**config.mk**
```make
export PLATFORM = sky130hd
export DESIGN_NAME = c_token_classifier_unit
export DESIGN_NICKNAME = d
export VERILOG_FILES = /design/src/sv/ctc_pkg.sv /design/src/sv/ctc_front.sv /design/src/sv/ctc_queue.sv /design/src/sv/ctc_back.sv /design/src/sv/c_token_classifier_unit.sv
export SDC_FILE = /design/constraint.sdc
export NUM_CORES = 1
export LEC_CHECK = 0
export BUFFER_PORTS_ARGS = -buffer_cell sky130_fd_sc_hd__buf_2
export CORE_MARGIN = 2
export CORE_UTILIZATION = 40
export CTS_CLUSTER_DIAMETER = 200
export DETAILED_ROUTE_END_ITERATION = 8
export GPL_ROUTABILITY_DRIVEN = 0
export SLEW_MARGIN = 20
export SYNTH_ARGS = -nofsm -noshare
export SYNTH_HDL_FRONTEND = slang
export SYNTH_SLANG_ARGS = --single-unit
```
**constraint.sdc**
```tcl
create_clock -name clk -period 2.8 [get_ports clk]
set_clock_uncertainty 0.05 [all_clocks]
set_input_delay 0.56 -clock clk [delete_from_list [all_inputs] [get_ports clk]]
set_output_delay 0.56 -clock clk [all_outputs]
set_load 0.02 [all_outputs]
```
**src/sv/ctc_pkg.sv**
```systemverilog
// ----------------------------------------------------------------------------
// ctc_pkg
// Shared types and keyword tables for the C token classifier.
// ----------------------------------------------------------------------------
package ctc_pkg;

  localparam int unsigned KW_COUNT  = 26;
  localparam int unsigned KW_MAXLEN = 8;
  localparam logic [3:0]  POS_SAT   = 4'd9;

  localparam logic [7:0] CH_UNDER = 8'h5f;  // '_'
  localparam logic [7:0] CH_PLUS  = 8'h2b;
  localparam logic [7:0] CH_MINUS = 8'h2d;
  localparam logic [7:0] CH_STAR  = 8'h2a;
  localparam logic [7:0] CH_SLASH = 8'h2f;
  localparam logic [7:0] CH_PCT   = 8'h25;

  // Keywords left-justified in 64 bits, first character in the top byte.
  localparam logic [63:0] KW_TEXT [KW_COUNT] = '{
    {"auto", 32'h0},     {"int", 40'h0},      {"char", 32'h0},
    {"long", 32'h0},     {"float", 24'h0},    {"double", 16'h0},
    {"struct", 16'h0},   {"if", 48'h0},       {"else", 32'h0},
    {"break", 24'h0},    {"continue"},        {"while", 24'h0},
    {"do", 48'h0},       {"for", 40'h0},      {"return", 16'h0},
    {"signed", 16'h0},   {"unsigned"},        {"default", 8'h0},
    {"goto", 32'h0},     {"case", 32'h0},     {"sizeof", 16'h0},
    {"short", 24'h0},    {"switch", 16'h0},   {"void", 32'h0},
    {"static", 16'h0},   {"typedef", 8'h0}
  };

  localparam logic [3:0] KW_LEN [KW_COUNT] = '{
    4'd4, 4'd3, 4'd4, 4'd4, 4'd5, 4'd6, 4'd6, 4'd2, 4'd4,
    4'd5, 4'd8, 4'd5, 4'd2, 4'd3, 4'd6, 4'd6, 4'd8, 4'd7,
    4'd4, 4'd4, 4'd6, 4'd5, 4'd6, 4'd4, 4'd6, 4'd7
  };

  // Classification of one finished token, front to back.
  typedef struct packed {
    logic kw_hit;
    logic ident_ok;
    logic op_seen;
  } ctc_class_t;

  function automatic logic [7:0] kw_char(input int unsigned k, input logic [2:0] p);
    logic [63:0] txt;
    txt = KW_TEXT[k];
    return txt[(7 - int'(p)) * 8 +: 8];
  endfunction

  function automatic logic is_letter(input logic [7:0] c);
    return (c >= 8'h41 && c <= 8'h5a) || (c >= 8'h61 && c <= 8'h7a);
  endfunction

  function automatic logic is_digit(input logic [7:0] c);
    return c >= 8'h30 && c <= 8'h39;
  endfunction

endpackage

```
**src/sv/ctc_front.sv**
```systemverilog
// ----------------------------------------------------------------------------
// ctc_front
// Per-character keyword match, identifier and operator tracking.
// ----------------------------------------------------------------------------
module ctc_front (
  input  logic                clk,
  input  logic                rst_n,
  input  logic                accept,
  input  logic [7:0]          ch,
  input  logic                last,
  output logic                push,
  output ctc_pkg::ctc_class_t push_data
);
  import ctc_pkg::*;

  logic [KW_COUNT-1:0] alive_r, alive_nxt;
  logic [3:0]          pos_r, pos_nxt;
  logic                ident_r, ident_nxt;
  logic                op_r, op_nxt;
  logic                kw_hit;
  logic                ch_ok;

  always_comb begin
    for (int unsigned k = 0; k < KW_COUNT; k++) begin
      alive_nxt[k] = alive_r[k] && (pos_r < KW_LEN[k]) && (kw_char(k, pos_r[2:0]) == ch);
    end
    pos_nxt = (pos_r >= POS_SAT) ? POS_SAT : pos_r + 4'd1;
    kw_hit  = 1'b0;
    for (int unsigned k = 0; k < KW_COUNT; k++) begin
      if (alive_nxt[k] && KW_LEN[k] == pos_nxt) kw_hit = 1'b1;
    end
    if (pos_r == 4'd0) begin
      ch_ok = is_letter(ch) || ch == CH_UNDER;
    end else begin
      ch_ok = is_letter(ch) || is_digit(ch) || ch == CH_UNDER;
    end
    ident_nxt = ident_r && ch_ok;
    op_nxt    = op_r || ch == CH_PLUS || ch == CH_MINUS || ch == CH_STAR ||
                ch == CH_SLASH || ch == CH_PCT;
  end

  assign push               = accept && last;
  assign push_data.kw_hit   = kw_hit;
  assign push_data.ident_ok = ident_nxt;
  assign push_data.op_seen  = op_nxt;

  always_ff @(posedge clk) begin
    if (!rst_n || push) begin
      alive_r <= '1;
      pos_r   <= 4'd0;
      ident_r <= 1'b1;
      op_r    <= 1'b0;
    end else if (accept) begin
      alive_r <= alive_nxt;
      pos_r   <= pos_nxt;
      ident_r <= ident_nxt;
      op_r    <= op_nxt;
    end
  end

  // token state must be back at reset after a final character
  a_restart: assert property (@(posedge clk) disable iff (!rst_n)
    push |=> (pos_r == 4'd0 && alive_r == '1 && ident_r && !op_r))
    else $error("front state not restarted after last character");

endmodule

```
**src/sv/ctc_queue.sv**
```systemverilog
// ----------------------------------------------------------------------------
// ctc_queue
// Small FIFO of token classifications between front and back.
// ----------------------------------------------------------------------------
module ctc_queue #(
  parameter int unsigned DEPTH = 4
) (
  input  logic                clk,
  input  logic                rst_n,
  input  logic                push,
  input  ctc_pkg::ctc_class_t push_data,
  input  logic                pop,
  output logic                full,
  output logic                not_empty,
  output ctc_pkg::ctc_class_t head
);
  import ctc_pkg::*;

  localparam int unsigned AW = (DEPTH > 1) ? $clog2(DEPTH) : 1;
  localparam int unsigned CW = $clog2(DEPTH + 1);
  localparam logic [AW-1:0] LAST_PTR = AW'(DEPTH - 1);
  localparam logic [CW-1:0] FULL_CNT = CW'(DEPTH);

  ctc_class_t        mem [DEPTH];
  logic [AW-1:0]     wr_ptr_r, rd_ptr_r;
  logic [CW-1:0]     count_r;

  assign full      = (count_r == FULL_CNT);
  assign not_empty = (count_r != '0);
  assign head      = mem[rd_ptr_r];

  always_ff @(posedge clk) begin
    if (push) mem[wr_ptr_r] <= push_data;
  end

  always_ff @(posedge clk) begin
    if (!rst_n) begin
      wr_ptr_r <= '0;
      rd_ptr_r <= '0;
      count_r  <= '0;
    end else begin
      if (push) wr_ptr_r <= (wr_ptr_r == LAST_PTR) ? '0 : wr_ptr_r + 1'b1;
      if (pop)  rd_ptr_r <= (rd_ptr_r == LAST_PTR) ? '0 : rd_ptr_r + 1'b1;
      if (push && !pop) count_r <= count_r + 1'b1;
      else if (pop && !push) count_r <= count_r - 1'b1;
    end
  end

  a_no_overflow: assert property (@(posedge clk) disable iff (!rst_n)
    !(push && full))
    else $error("push into full queue");

  a_no_underflow: assert property (@(posedge clk) disable iff (!rst_n)
    !(pop && !not_empty))
    else $error("pop from empty queue");

  a_count_up: assert property (@(posedge clk) disable iff (!rst_n)
    (push && !pop) |=> count_r == $past(count_r) + 1'b1)
    else $error("queue count did not advance on push");

endmodule

```
**src/sv/ctc_back.sv**
```systemverilog
// ----------------------------------------------------------------------------
// ctc_back
// Final flag resolution and output register.
// ----------------------------------------------------------------------------
module ctc_back (
  input  logic                clk,
  input  logic                rst_n,
  input  logic                q_valid,
  input  ctc_pkg::ctc_class_t q_head,
  output logic                pop,
  output logic                out_valid,
  input  logic                out_stall,
  output logic                out_is_keyword,
  output logic                out_is_variable,
  output logic                out_is_operator
);
  import ctc_pkg::*;

  logic valid_r;
  logic kw_r, var_r, op_r;

  assign pop = q_valid && (!valid_r || !out_stall);

  always_ff @(posedge clk) begin
    if (!rst_n) begin
      valid_r <= 1'b0;
    end else if (!valid_r || !out_stall) begin
      valid_r <= q_valid;
    end
  end

  always_ff @(posedge clk) begin
    if (pop) begin
      kw_r  <= q_head.kw_hit;
      var_r <= !q_head.kw_hit && q_head.ident_ok;
      op_r  <= q_head.op_seen;
    end
  end

  assign out_valid       = valid_r;
  assign out_is_keyword  = kw_r;
  assign out_is_variable = var_r;
  assign out_is_operator = op_r;

endmodule

```
**src/sv/c_token_classifier_unit.sv**
```systemverilog
// ----------------------------------------------------------------------------
// c_token_classifier_unit
// Classifies C tokens streamed one character per transaction.
// ----------------------------------------------------------------------------
// Usage:
//   Input channel (in_valid/in_stall): one byte of a whitespace-free token
//   per transaction in in_ch, with in_last set on the token's final byte.
//   Output channel (out_valid/out_stall): one transaction per token with
//   keyword, identifier and operator flags; none for non-final bytes.
// Throughput: one character per cycle, sustained, as long as the receiver
//   drains results; the front keyword/identifier tracker updates on every accepted byte.
// Path: the queue takes the result at the edge that accepts the last
//   byte, and the output register loads it from the queue head once that
//   register is empty or not stalled, which raises out_valid.
// Stall: results wait in a QUEUE_DEPTH-entry queue; in_stall rises only
//   once that queue is full, so the input keeps flowing while the receiver
//   holds off for a while.
// Reset: synchronous rst_n clears the token state, empties the queue and
//   drops out_valid; no clearing pass is needed.
// ----------------------------------------------------------------------------
module c_token_classifier_unit #(
  parameter int unsigned QUEUE_DEPTH = 4
) (
  input  logic       clk,
  input  logic       rst_n,
  input  logic       in_valid,
  output logic       in_stall,
  input  logic [7:0] in_ch,
  input  logic       in_last,
  output logic       out_valid,
  input  logic       out_stall,
  output logic       out_is_keyword,
  output logic       out_is_variable,
  output logic       out_is_operator
);
  import ctc_pkg::*;

  logic       accept;
  logic       push, pop, q_full, q_valid;
  ctc_class_t push_data, q_head;

  assign in_stall = q_full;
  assign accept   = in_valid && !q_full;

  ctc_front u_front (
    .clk       (clk),
    .rst_n     (rst_n),
    .accept    (accept),
    .ch        (in_ch),
    .last      (in_last),
    .push      (push),
    .push_data (push_data)
  );

  ctc_queue #(.DEPTH(QUEUE_DEPTH)) u_queue (
    .clk       (clk),
    .rst_n     (rst_n),
    .push      (push),
    .push_data (push_data),
    .pop       (pop),
    .full      (q_full),
    .not_empty (q_valid),
    .head      (q_head)
  );

  ctc_back u_back (
    .clk             (clk),
    .rst_n           (rst_n),
    .q_valid         (q_valid),
    .q_head          (q_head),
    .pop             (pop),
    .out_valid       (out_valid),
    .out_stall       (out_stall),
    .out_is_keyword  (out_is_keyword),
    .out_is_variable (out_is_variable),
    .out_is_operator (out_is_operator)
  );

endmodule
```
==> results of run 1 <==
critical path, cell delays in order, from the launching register on:
cell      delay (ns)
dfxtp_4         0.38
ha_2            0.23
or3b_1          0.35
a21boi_1        0.15
buf_4           0.16
a21boi_2        0.23
o21ai_0         0.15
nor3_2          0.34
nor4_4          0.10
buf_4           0.16
o311ai_4        0.33
metrics by stage:
stage,TNS (ns),hold slack [ns]
2_1_floorplan,0,0.377
3_3_place_gp,-0.964,0.387
3_5_place_dp,-1.20,0.393
4_1_cts,0,0.408
5_1_grt,-0.449,0.429
6_report,-0.129,0.404
final timing paths:
check | depth (start not counted) | slack (ns) | endpoint
max | 10 | -0.04 | u_queue.mem[0][2]
min | 1 | 0.40 | u_front.alive_r[20]
max reg2reg | 10 | -0.04 | u_queue.mem[0][2]
min reg2reg | 1 | 0.40 | u_front.alive_r[20]
sequential cells by signal, indices dropped and copies added (netlist names), named ones only:
name,count
u_back.out_is_variable,1
u_back.out_is_keyword,1
u_front.pos_r,4
u_front.op_r,1
u_back.out_valid,1
u_front.ident_r,1
u_queue.count_r,3
u_queue.mem,12
u_front.alive_r,26
u_back.out_is_operator,1
u_queue.wr_ptr_r,2
u_queue.rd_ptr_r,2
cell families after synthesis:
group                    count (synthesis)  share of synthesized area, %
flip-flops                              57                          25.7
AND/OR/NAND/NOR                        213                          24.6
multiplexers                             9                          2.54
AO/OA/AOI/OAI                          155                          21.7
adder cells (fa/ha/maj)                 22                          5.64
buffers and inverters                   77                          9.73
XOR/XNOR                                57                          10.1
layout make-up:
class                      instances  area share, %
sequential                        57           19.8
multi-input combinational        456           53.2
timing repair buffer             154           17.5
clock buffer                       9           3.44
inverter                          20           1.20
tap                              168           3.21
clock inverter                     7           1.57
power by group:
part           switching, mW  internal [mW]  total, mW
clock network          0.429          0.786       1.22
registers              0.102           1.01       1.11
logic                  0.893          0.778       1.67
cells in the mapped netlist, types with 8 or more instances:
cell type / count
edfxtp_1: 15
nand2b_1: 15
a211o_1: 13
nand2_1: 40
inv_1: 18
xnor2_1: 38
buf_2: 20
nor2b_1: 15
nor3_1: 17
or3_1: 9
and3_1: 14
nand3_1: 20
dfxtp_1: 42
nand4_1: 10
xor2_1: 18
clkbuf_1: 10
ha_1: 21
nor2_1: 24
a21oi_1: 43
buf_6: 17
o21ai_0: 26
buf_4: 8
timing repair:
item	4_1_cts	5_1_grt
resized for setup	26	29
pin swaps	9	15
setup endpoints to repair	4	4
setup buffers	4	6
hold buffers	0	0
metal layers:
| layer | vias up | routed length (um) |
|---|---|---|
| met5 | - | 0 |
| met1 | 2422 | 7300 |
| li1 | 2375 | - |
| met4 | 0 | 558 |
| met3 | 52 | 1250 |
| met2 | 230 | 7660 |
==> metrics.md, run 1 <==
| Metric | Value |
|---|---|
| Met1 GRT Util | `33.7%` |
| Synth top area share | `16.8%` |
| CTS HTree Levels | `3` |
| Critical path peak fanout | `5` |
| Outcome | `finished, violations left` |
| Row count | `40` |
| RSZ-0062 raised after global routing | `yes` |
| Total Die Area | `0.0134 mm2` |
| Min-delay worst type | `flop to flop` |
| Static leakage | `2.71 nW` |
| Largest net degree at the start of global routing | `33` |
| IO Pins | `18` |
| FMAX | `353 MHz` |
| Vias in the first global route | `4,955` |
| Die X | `116 um` |
| First-pass GRT wire length | `26.3 mm` |
| Cell taking the most area after synthesis | `dfxtp_1` |
| Worst EP arrival | `2.91 ns` |
| Placed cell count | `845` |
| PD cells | `610 mW/mm2` |
| Share of cells above drive strength 1 | `32.3%` |
| Rel. slew slack | `66.3%` |
| Placed inst area | `0.00587 mm2` |
| Register area | `0.00130 mm2` |
| Final count of negative-setup-slack endpoints | `4` |
| RR Startpoint | `u_front.pos_r[1]` |
| Area grow syn2layout | `30.7%` |
| Initial Util | `41.4%` |
| Max cap viols | `0` |
| Total number of vias | `5,079` |
| Netlist cell types | `87` |
| WP data required | `2.87 ns` |
| Syn_area_per_cell | `8.50 um2` |
| EDFF count, synth | `15` |
| Core area | `0.0121 mm2` |
| Detailed Route Iter0 Violations | `550` |
| Total Power | `4.00 mW` |
| Final slew viol count | `0` |
| Mapped Nets | `625` |
| Failing checks | `negative setup slack` |
| Commonest non-fill, non-tap cells in the layout | `131 x buf_4, 43 x a21oi_1, 40 x nand2_1` |
| DP Worst Slack | `-0.301 ns` |
| Antenna violations before repair | `0` |
| Asr flop ratio synth | `0%` |
| Fin crit share | `101%` |
| Worst-Margin Slew | `0.504 ns` |
| Met3 Usage GRT | `4.97%` |
| Diode count | `0` |
| Clock transition at path regs | `0.06 ns` |
| Drt first pass iters | `5` |
| Multi-input logic area | `0.00349 mm2` |
| Clock Path Buffers | `2` |
| Die Height | `116 um` |
| Core Util, Final | `54.1%` |
| Critical path type | `flop to flop` |
| Sequential element share of the synthesized area | `25.7%` |
| TritonCTS clock tree | `built` |
| Register bit count reported by yosys | `57` |
| Final hold vios | `0` |
| Most Crowded Layer GR | `met2` |
| Root Buffer | `clkbuf_16` |
| Drt via density | `5.83` |
| Clock Latency Late Sink | `0.33 ns` |
| GR Util met2 | `40.7%` |
| Post-route ant nets | `0` |
| Final min period | `2.84 ns` |
| Startpoint types | `flop` |
| CP endpoint kind | `flop` |
| Final setup margin | `-0.0353 ns` |
| Ranking of synthesized cells by area | `dfxtp_1 17%, edfxtp_1 9.0%, xnor2_1 6.6%` |
| I/O Buffers | `17` |
| Critical Path Start | `u_front.pos_r[1]` |
| Synth warn | `0` |
| Fill cell count | `1,100` |
| Cell count after synthesis | `590` |
| Drt wl/cell | `19.2 um` |
| Remaining DRCs | `0` |
| Most common cell after layout, fill and taps aside | `buf_4` |
| Final instance area | `0.00656 mm2` |
| GRT Total Usage | `25.4%` |
| Post-Route WL | `16.8 mm` |
| Most used DFF post-synth | `dfxtp_1` |
| Hold wc startpoint | `u_front.alive_r[20]` |
| Layout Cells excl Fill | `871` |
| CTS Buf Count | `9` |
| Final net count | `733` |
| Max IR drop VDD | `0.413 mV` |
| Synth Cell Area | `0.00501 mm2` |
| Final HPWL from detailed placement | `12.3 mm` |
| Gr ovfl total | `0` |
| Total clock sinks | `57` |
Note: power is estimated with default switching activity, not from simulation.
==> inputs of run 2 (changes only) <==
--- a/config.mk
+++ b/config.mk
@@ -8,6 +8,7 @@
 export BUFFER_PORTS_ARGS = -buffer_cell sky130_fd_sc_hd__buf_2
 export CORE_MARGIN = 2
 export CORE_UTILIZATION = 40
+export CTS_BUF_LIST = sky130_fd_sc_hd__clkbuf_4 sky130_fd_sc_hd__clkbuf_8
 export CTS_CLUSTER_DIAMETER = 200
 export DETAILED_ROUTE_END_ITERATION = 8
 export GPL_ROUTABILITY_DRIVEN = 0
==> run 2 against run 1 <==
Net effect: the flow now finishes without violations; global-route usage shrank 0.15 points; clock-buffer cell count did not move; register-to-register slack improved by 0.08 ns; sequential power hardly changed; sequential share of layout area grew 0.15 points; final cell count grew 0.11%.
==> metrics.md, run 2 (synthesized netlist as in run 1, its figures left out) <==
| Metric | Value |
|---|---|
| Outcome | `completed` |
| Die X | `116 um` |
| Initial Util | `41.4%` |
| WP data required | `2.82 ns` |
| Clock Path Buffers | `2` |
| Placed inst area | `0.00587 mm2` |
| Gr ovfl total | `0` |
| Worst R2R End | `u_queue.mem[0][2]` |
| Critical path type | `flop to flop` |
| Clock Latency Late Sink | `0.36 ns` |
| Commonest non-fill, non-tap cells in the layout | `127 x buf_4, 42 x a21oi_1, 40 x nand2_1` |
| Drt first pass iters | `5` |
| Final count of negative-setup-slack endpoints | `0` |
| Row count | `40` |
| IO Pins | `18` |
| Die Height | `116 um` |
| Startpoint types | `flop` |
| Top Registers | `u_front.alive_r x26, u_queue.mem x12, u_front.pos_r x4` |
| Critical path's slowest cell | `or4_4` |
| Total clock sinks | `57` |
| P_int | `2.30 mW` |
| Reg-to-reg slack, setup | `0.04 ns` |
| Final slew viol count | `0` |
| Rel. slew slack | `60.4%` |
| Final hold vios | `0` |
| PD cells | `568 mW/mm2` |
| Drt via density | `5.93` |
| Final net count | `734` |
| Post-Route WL | `17.0 mm` |
| Detailed Route Iter0 Violations | `697` |
| Hold Buf Count CTS | `0` |
| Post-route ant nets | `0` |
| Final instance area | `0.00650 mm2` |
| Drt wl/cell | `19.5 um` |
| Total Power | `3.69 mW` |
| First-pass GRT wire length | `26.1 mm` |
| Worst EP arrival | `2.78 ns` |
| Static leakage | `2.66 nW` |
| Worst-Margin Slew | `0.586 ns` |
| Final min period | `2.76 ns` |
| Reg power frac | `30.3%` |
| Max IR drop VDD | `0.265 mV` |
| Core Util, Final | `53.7%` |
| FMAX | `363 MHz` |
| Switching Share | `37.8%` |
| Max reg flops | `26` |
| Combinational fraction of design power | `45.2%` |
| Total Die Area | `0.0134 mm2` |
| Delay of the slowest critical-path stage | `0.58 ns` |
| Vias in the first global route | `4,920` |
| Antenna violations before repair | `0` |
| Share of cells above drive strength 1 | `32.0%` |
| RR Startpoint | `u_front.pos_r[0]` |
| Min-delay worst type | `flop to flop` |
| CTS HTree Levels | `3` |
| Remaining DRCs | `0` |
| Critical path peak fanout | `12` |
| Fill cell count | `1,111` |
| Final HPWL from detailed placement | `12.3 mm` |
| Root Buffer | `clkbuf_8` |
| Reg2reg path depth | `10` |
| Fin crit share | `98.5%` |
| Hold path endpoint | `u_front.alive_r[20]` |
| Area grow syn2layout | `29.7%` |
| Hold path cells | `1` |
| Largest net degree at the start of global routing | `33` |
| Most common cell after layout, fill and taps aside | `buf_4` |
| GRT Total Usage | `25.2%` |
| Core area | `0.0121 mm2` |
| Max cap viols | `0` |
| I/O Buffers | `17` |
| Total number of vias | `5,168` |
| Clock Power Share | `24.6%` |
| Psw | `1.40 mW` |
| TritonCTS clock tree | `built` |
| Clock transition at path regs | `0.08 ns` |
| Ordered cell list for the critical path | `buf_6, ha_2, buf_4, xnor2_1, and4_1, o2111ai_2, nand4_1, or4_4, a32oi_4, o311ai_4` |
| CP endpoint kind | `flop` |
| Most flops, register | `u_front.alive_r` |
| Diode count | `0` |
| CTS Buf Count | `9` |
| Hold wc startpoint | `u_front.alive_r[20]` |
run 2: layer usage:
metal  share of wire [%]  vias to the layer above  GRT usage [%]
met3                 8.1                       54           5.02
met4                 3.3                        0           9.44
met5                   0                        -              0
li1                    -                     2381              -
met1                  43                     2458           33.7
met2                  46                      275           40.4
run 2: worst max-delay path, delay by kind of cell (launching register included):
kind | cells | cell delay, ns
and+or+nand+nor | 3 | 0.89
AOI/OAI and AO/OA | 3 | 0.48
DFF | 1 | 0.38
buffers and inverters | 2 | 0.31
adders and majority gates | 1 | 0.21
xor gates and xnor gates | 1 | 0.16
run 2: power groups by stage:
stage / Combinational (mW) / Clock [mW] / Sequential, mW
floorplan: 0.950 / 0 / 1.15
global placement: 1.46 / 0 / 1.12
detailed placement: 1.49 / 0 / 1.13
CTS: 1.53 / 0.925 / 1.11
global route: 1.80 / 0.956 / 1.14
finish: 1.67 / 0.907 / 1.12
run 2: what timing repair did:
| action | CTS | global route |
|---|---|---|
| cloned | 0 | 1 |
| setup buffers | 1 | 9 |
| resized for setup | 17 | 46 |
| pin swaps | 5 | 14 |
| setup endpoints to repair | 4 | 4 |
run 2: through the flow:
stage | setup TNS (ns) | hold WS [ns] | setup WS, ns | cells
after floorplan | 0 | 0.377 | 0.0324 | 590
after global placement | -0.964 | 0.387 | -0.241 | 845
after detailed placement | -1.20 | 0.393 | -0.301 | 845
after CTS | 0 | 0.413 | 0.00570 | 862
after global routing | -0.0791 | 0.435 | -0.0240 | 872
final | 0 | 0.409 | 0.0427 | 872
run 2: final cells by class:
type	count	area (um2)	share of cell area, %
timing repair buffer	155	1200	18.5
inverter	20	82.6	1.27
clock buffer	9	124	1.90
multi-input combinational	456	3480	53.6
tap	168	210	3.23
clock inverter	7	103	1.58
sequential	57	1300	20.0
run 2: how the worst max path moves through the flow:
stage                                start                 to  slack, ns  cells past startpoint
after global placement    u_front.pos_r[0]  u_queue.mem[0][2]      -0.24                     11
after floorplan           u_front.pos_r[0]  u_queue.mem[0][2]       0.03                     11
final                     u_front.pos_r[0]  u_queue.mem[0][2]       0.04                     10
after detailed placement          in_ch[2]  u_queue.mem[2][2]      -0.30                      9
after CTS                 u_front.pos_r[0]  u_queue.mem[0][2]      0.006                     10
after global routing      u_front.pos_r[0]  u_queue.mem[0][2]      -0.02                     10
==> inputs of run 3 (changes only) <==
--- a/config.mk
+++ b/config.mk
@@ -5,14 +5,16 @@
 export SDC_FILE = /design/constraint.sdc
 export NUM_CORES = 1
 export LEC_CHECK = 0
-export BUFFER_PORTS_ARGS = -buffer_cell sky130_fd_sc_hd__buf_2
+export BUFFER_PORTS_ARGS = -buffer_cell sky130_fd_sc_hd__clkbuf_2
 export CORE_MARGIN = 2
 export CORE_UTILIZATION = 40
 export CTS_BUF_LIST = sky130_fd_sc_hd__clkbuf_4 sky130_fd_sc_hd__clkbuf_8
 export CTS_CLUSTER_DIAMETER = 200
 export DETAILED_ROUTE_END_ITERATION = 8
 export GPL_ROUTABILITY_DRIVEN = 0
+export SETUP_SLACK_MARGIN = 0.5
 export SLEW_MARGIN = 20
 export SYNTH_ARGS = -nofsm -noshare
 export SYNTH_HDL_FRONTEND = slang
 export SYNTH_SLANG_ARGS = --single-unit
+export TNS_END_PERCENT = 5
==> run 3 against run 2 <==
Net effect: combinational power up 7%; final cell count down 2.4%; maximum frequency down 3.3%; clock-buffer cell count unchanged; register-to-register slack worse by 0.09 ns; critical path type unchanged; die area unchanged; highest routed layer unchanged; the run now ends with negative setup slack left; first-iteration DRC count up 6.2%.
==> metrics.md, run 3 (synthesized netlist as in run 1, its figures left out) <==
| Metric | Value |
|---|---|
| Worst R2R End | `u_queue.mem[1][2]` |
| CTS Buf Count | `9` |
| FMAX | `351 MHz` |
| Static leakage | `2.65 nW` |
| Delay of the slowest critical-path stage | `0.40 ns` |
| CP bufs+invs | `2` |
| Die X | `116 um` |
| Final setup margin | `-0.0520 ns` |
| Final instance area | `0.00663 mm2` |
| WHS | `0.412 ns` |
| Max IR drop VDD | `0.268 mV` |
| Reg-to-reg slack, setup | `-0.05 ns` |
| Hold Buf Count CTS | `0` |
| Vias in the first global route | `4,877` |
| I/O Buffers | `17` |
| Worst-Margin Slew | `0.759 ns` |
| Core Util, Final | `54.7%` |
| Drt wl/cell | `20.7 um` |
| Area grow syn2layout | `32.2%` |
| Die Height | `116 um` |
| Most common cell after layout, fill and taps aside | `buf_4` |
| Core area | `0.0121 mm2` |
| Total number of vias | `5,178` |
| Placed inst area | `0.00578 mm2` |
| Antenna violations before repair | `1` |
| Final count of negative-setup-slack endpoints | `4` |
| Fin Setup TNS | `-0.175 ns` |
| CP endpoint kind | `flop` |
| Clock transition at path regs | `0.09 ns` |
| Startpoint types | `flop` |
| Critical path type | `flop to flop` |
| Worst EP arrival | `2.87 ns` |
| Detailed Route Iter0 Violations | `740` |
| Hold path cells | `1` |
| First-pass GRT wire length | `26.7 mm` |
| Root Buffer | `clkbuf_8` |
| Remaining DRCs | `0` |
| Crit-path leading delay family | `compound AO/OA/AOI/OAI gates` |
| RSZ-0062 raised after global routing | `yes` |
| Clock Latency Late Sink | `0.36 ns` |
| Final net count | `712` |
| Share of cells above drive strength 1 | `34.2%` |
| Ordered cell list for the critical path | `clkinvlp_4, ha_2, buf_12, nand2b_1, a2bb2oi_4, o32ai_2, nor3b_1, o311a_1, a221oi_2, o311ai_4` |
| RR Startpoint | `u_front.pos_r[1]` |
| Fin crit share | `102%` |
| Failing checks | `negative setup slack` |
| Max cap viols | `0` |
| Total Power | `3.92 mW` |
| Hold path endpoint | `u_front.alive_r[6]` |
| Reg2reg path depth | `10` |
| Total clock sinks | `57` |
| Final slew viol count | `0` |
| CTS HTree Levels | `3` |
| Placed cell count | `808` |
| GRT Total Usage | `25.9%` |
| Gr ovfl total | `0` |
| Outcome | `finished, violations left` |
| Drt first pass iters | `6` |
| Final hold vios | `0` |
| Rel. slew slack | `49.4%` |
| Most flops, register | `u_front.alive_r` |
| Row count | `40` |
| Critical Path Start | `u_front.pos_r[1]` |
| IO Pins | `18` |
| Critical path's slowest cell | `dfxtp_4` |
| Drt via density | `6.08` |
| Min-delay worst type | `flop to flop` |
| Top Registers | `u_front.alive_r x26, u_queue.mem x12, u_front.pos_r x4` |
| Layout Cells excl Fill | `851` |
| WP data required | `2.82 ns` |
| Post-route ant nets | `0` |
| Largest net degree at the start of global routing | `41` |
| Clock Path Buffers | `2` |
| Post-Route WL | `17.6 mm` |
| PD cells | `592 mW/mm2` |
| Initial Util | `41.4%` |
| Final min period | `2.85 ns` |
| Hold wc startpoint | `u_front.alive_r[6]` |
| TritonCTS clock tree | `built` |
| Critical path peak fanout | `17` |
| Total Die Area | `0.0134 mm2` |
| Commonest non-fill, non-tap cells in the layout | `97 x buf_4, 41 x a21oi_1, 39 x nand2_1` |
| DP Worst Slack | `-0.195 ns` |
| Max reg flops | `26` |
| Final HPWL from detailed placement | `12.1 mm` |
==> run 3: cell count changes in the layout (fill, tap and decap cells not counted), moves of 9 or more <==
cell and change:
buf_12 +9, buf_2 -17, buf_4 -30, clkbuf_2 +17
==> run 3: cell type report <==
| class | instances | area [um2] |
|---|---|---|
| Inverter | 20 | 85.1 |
| Tap cell | 168 | 210 |
| Timing Repair Buffer | 133 | 1140 |
| Sequential cell | 57 | 1310 |
| Antenna cell | 1 | 2.50 |
| Multi-Input combinational cell | 456 | 3640 |
| Clock inverter | 7 | 125 |
| Fill cell | 1081 | 5480 |
| Clock buffer | 9 | 124 |
==> run 3: metal layers <==
layer | global-route usage [%] | vias to the layer above | part of all wire (%)
met2 | 40.7 | 321 | 45
met1 | 34.5 | 2435 | 41
li1 | - | 2346 | -
met5 | 0 | - | 0
met4 | 11.0 | 0 | 4.5
met3 | 5.60 | 76 | 9.6
==> run 3: what timing repair did <==
action,CTS,global route
gates cloned,1,0
setup endpoints to repair,6,18
pin swaps,23,25
buffers inserted,20,5
resized for setup,35,41
==> run 3: worst register-to-register path: stages (launching register included) <==
cell and delay [ns]:
dfxtp_4 0.40, clkinvlp_4 0.17, ha_2 0.23, buf_12 0.16
nand2b_1 0.17, a2bb2oi_4 0.18, o32ai_2 0.13, nor3b_1 0.18
o311a_1 0.36, a221oi_2 0.35, o311ai_4 0.19
==> run 3: power by group <==
group | internal, mW | total (mW) | switching, mW
Combinational | 0.837 | 1.79 | 0.950
Clock | 0.601 | 1.01 | 0.411
Sequential | 1.01 | 1.12 | 0.110
Total | 2.45 | 3.92 | 1.47
==> run 3: how the worst max path moves through the flow <==
| stage | endpoint | slack [ns] | cells after the start |
|---|---|---|---|
| 6_report | u_queue.mem[1][2] | -0.05 | 10 |
| 5_1_grt | u_queue.mem[1][2] | -0.1 | 10 |
| 4_1_cts | u_queue.mem[1][2] | 0.05 | 11 |
| 3_5_place_dp | u_queue.mem[2][2] | -0.19 | 11 |
| 3_3_place_gp | u_queue.mem[2][2] | -0.13 | 11 |
| 2_1_floorplan | u_queue.mem[0][2] | 0.13 | 11 |
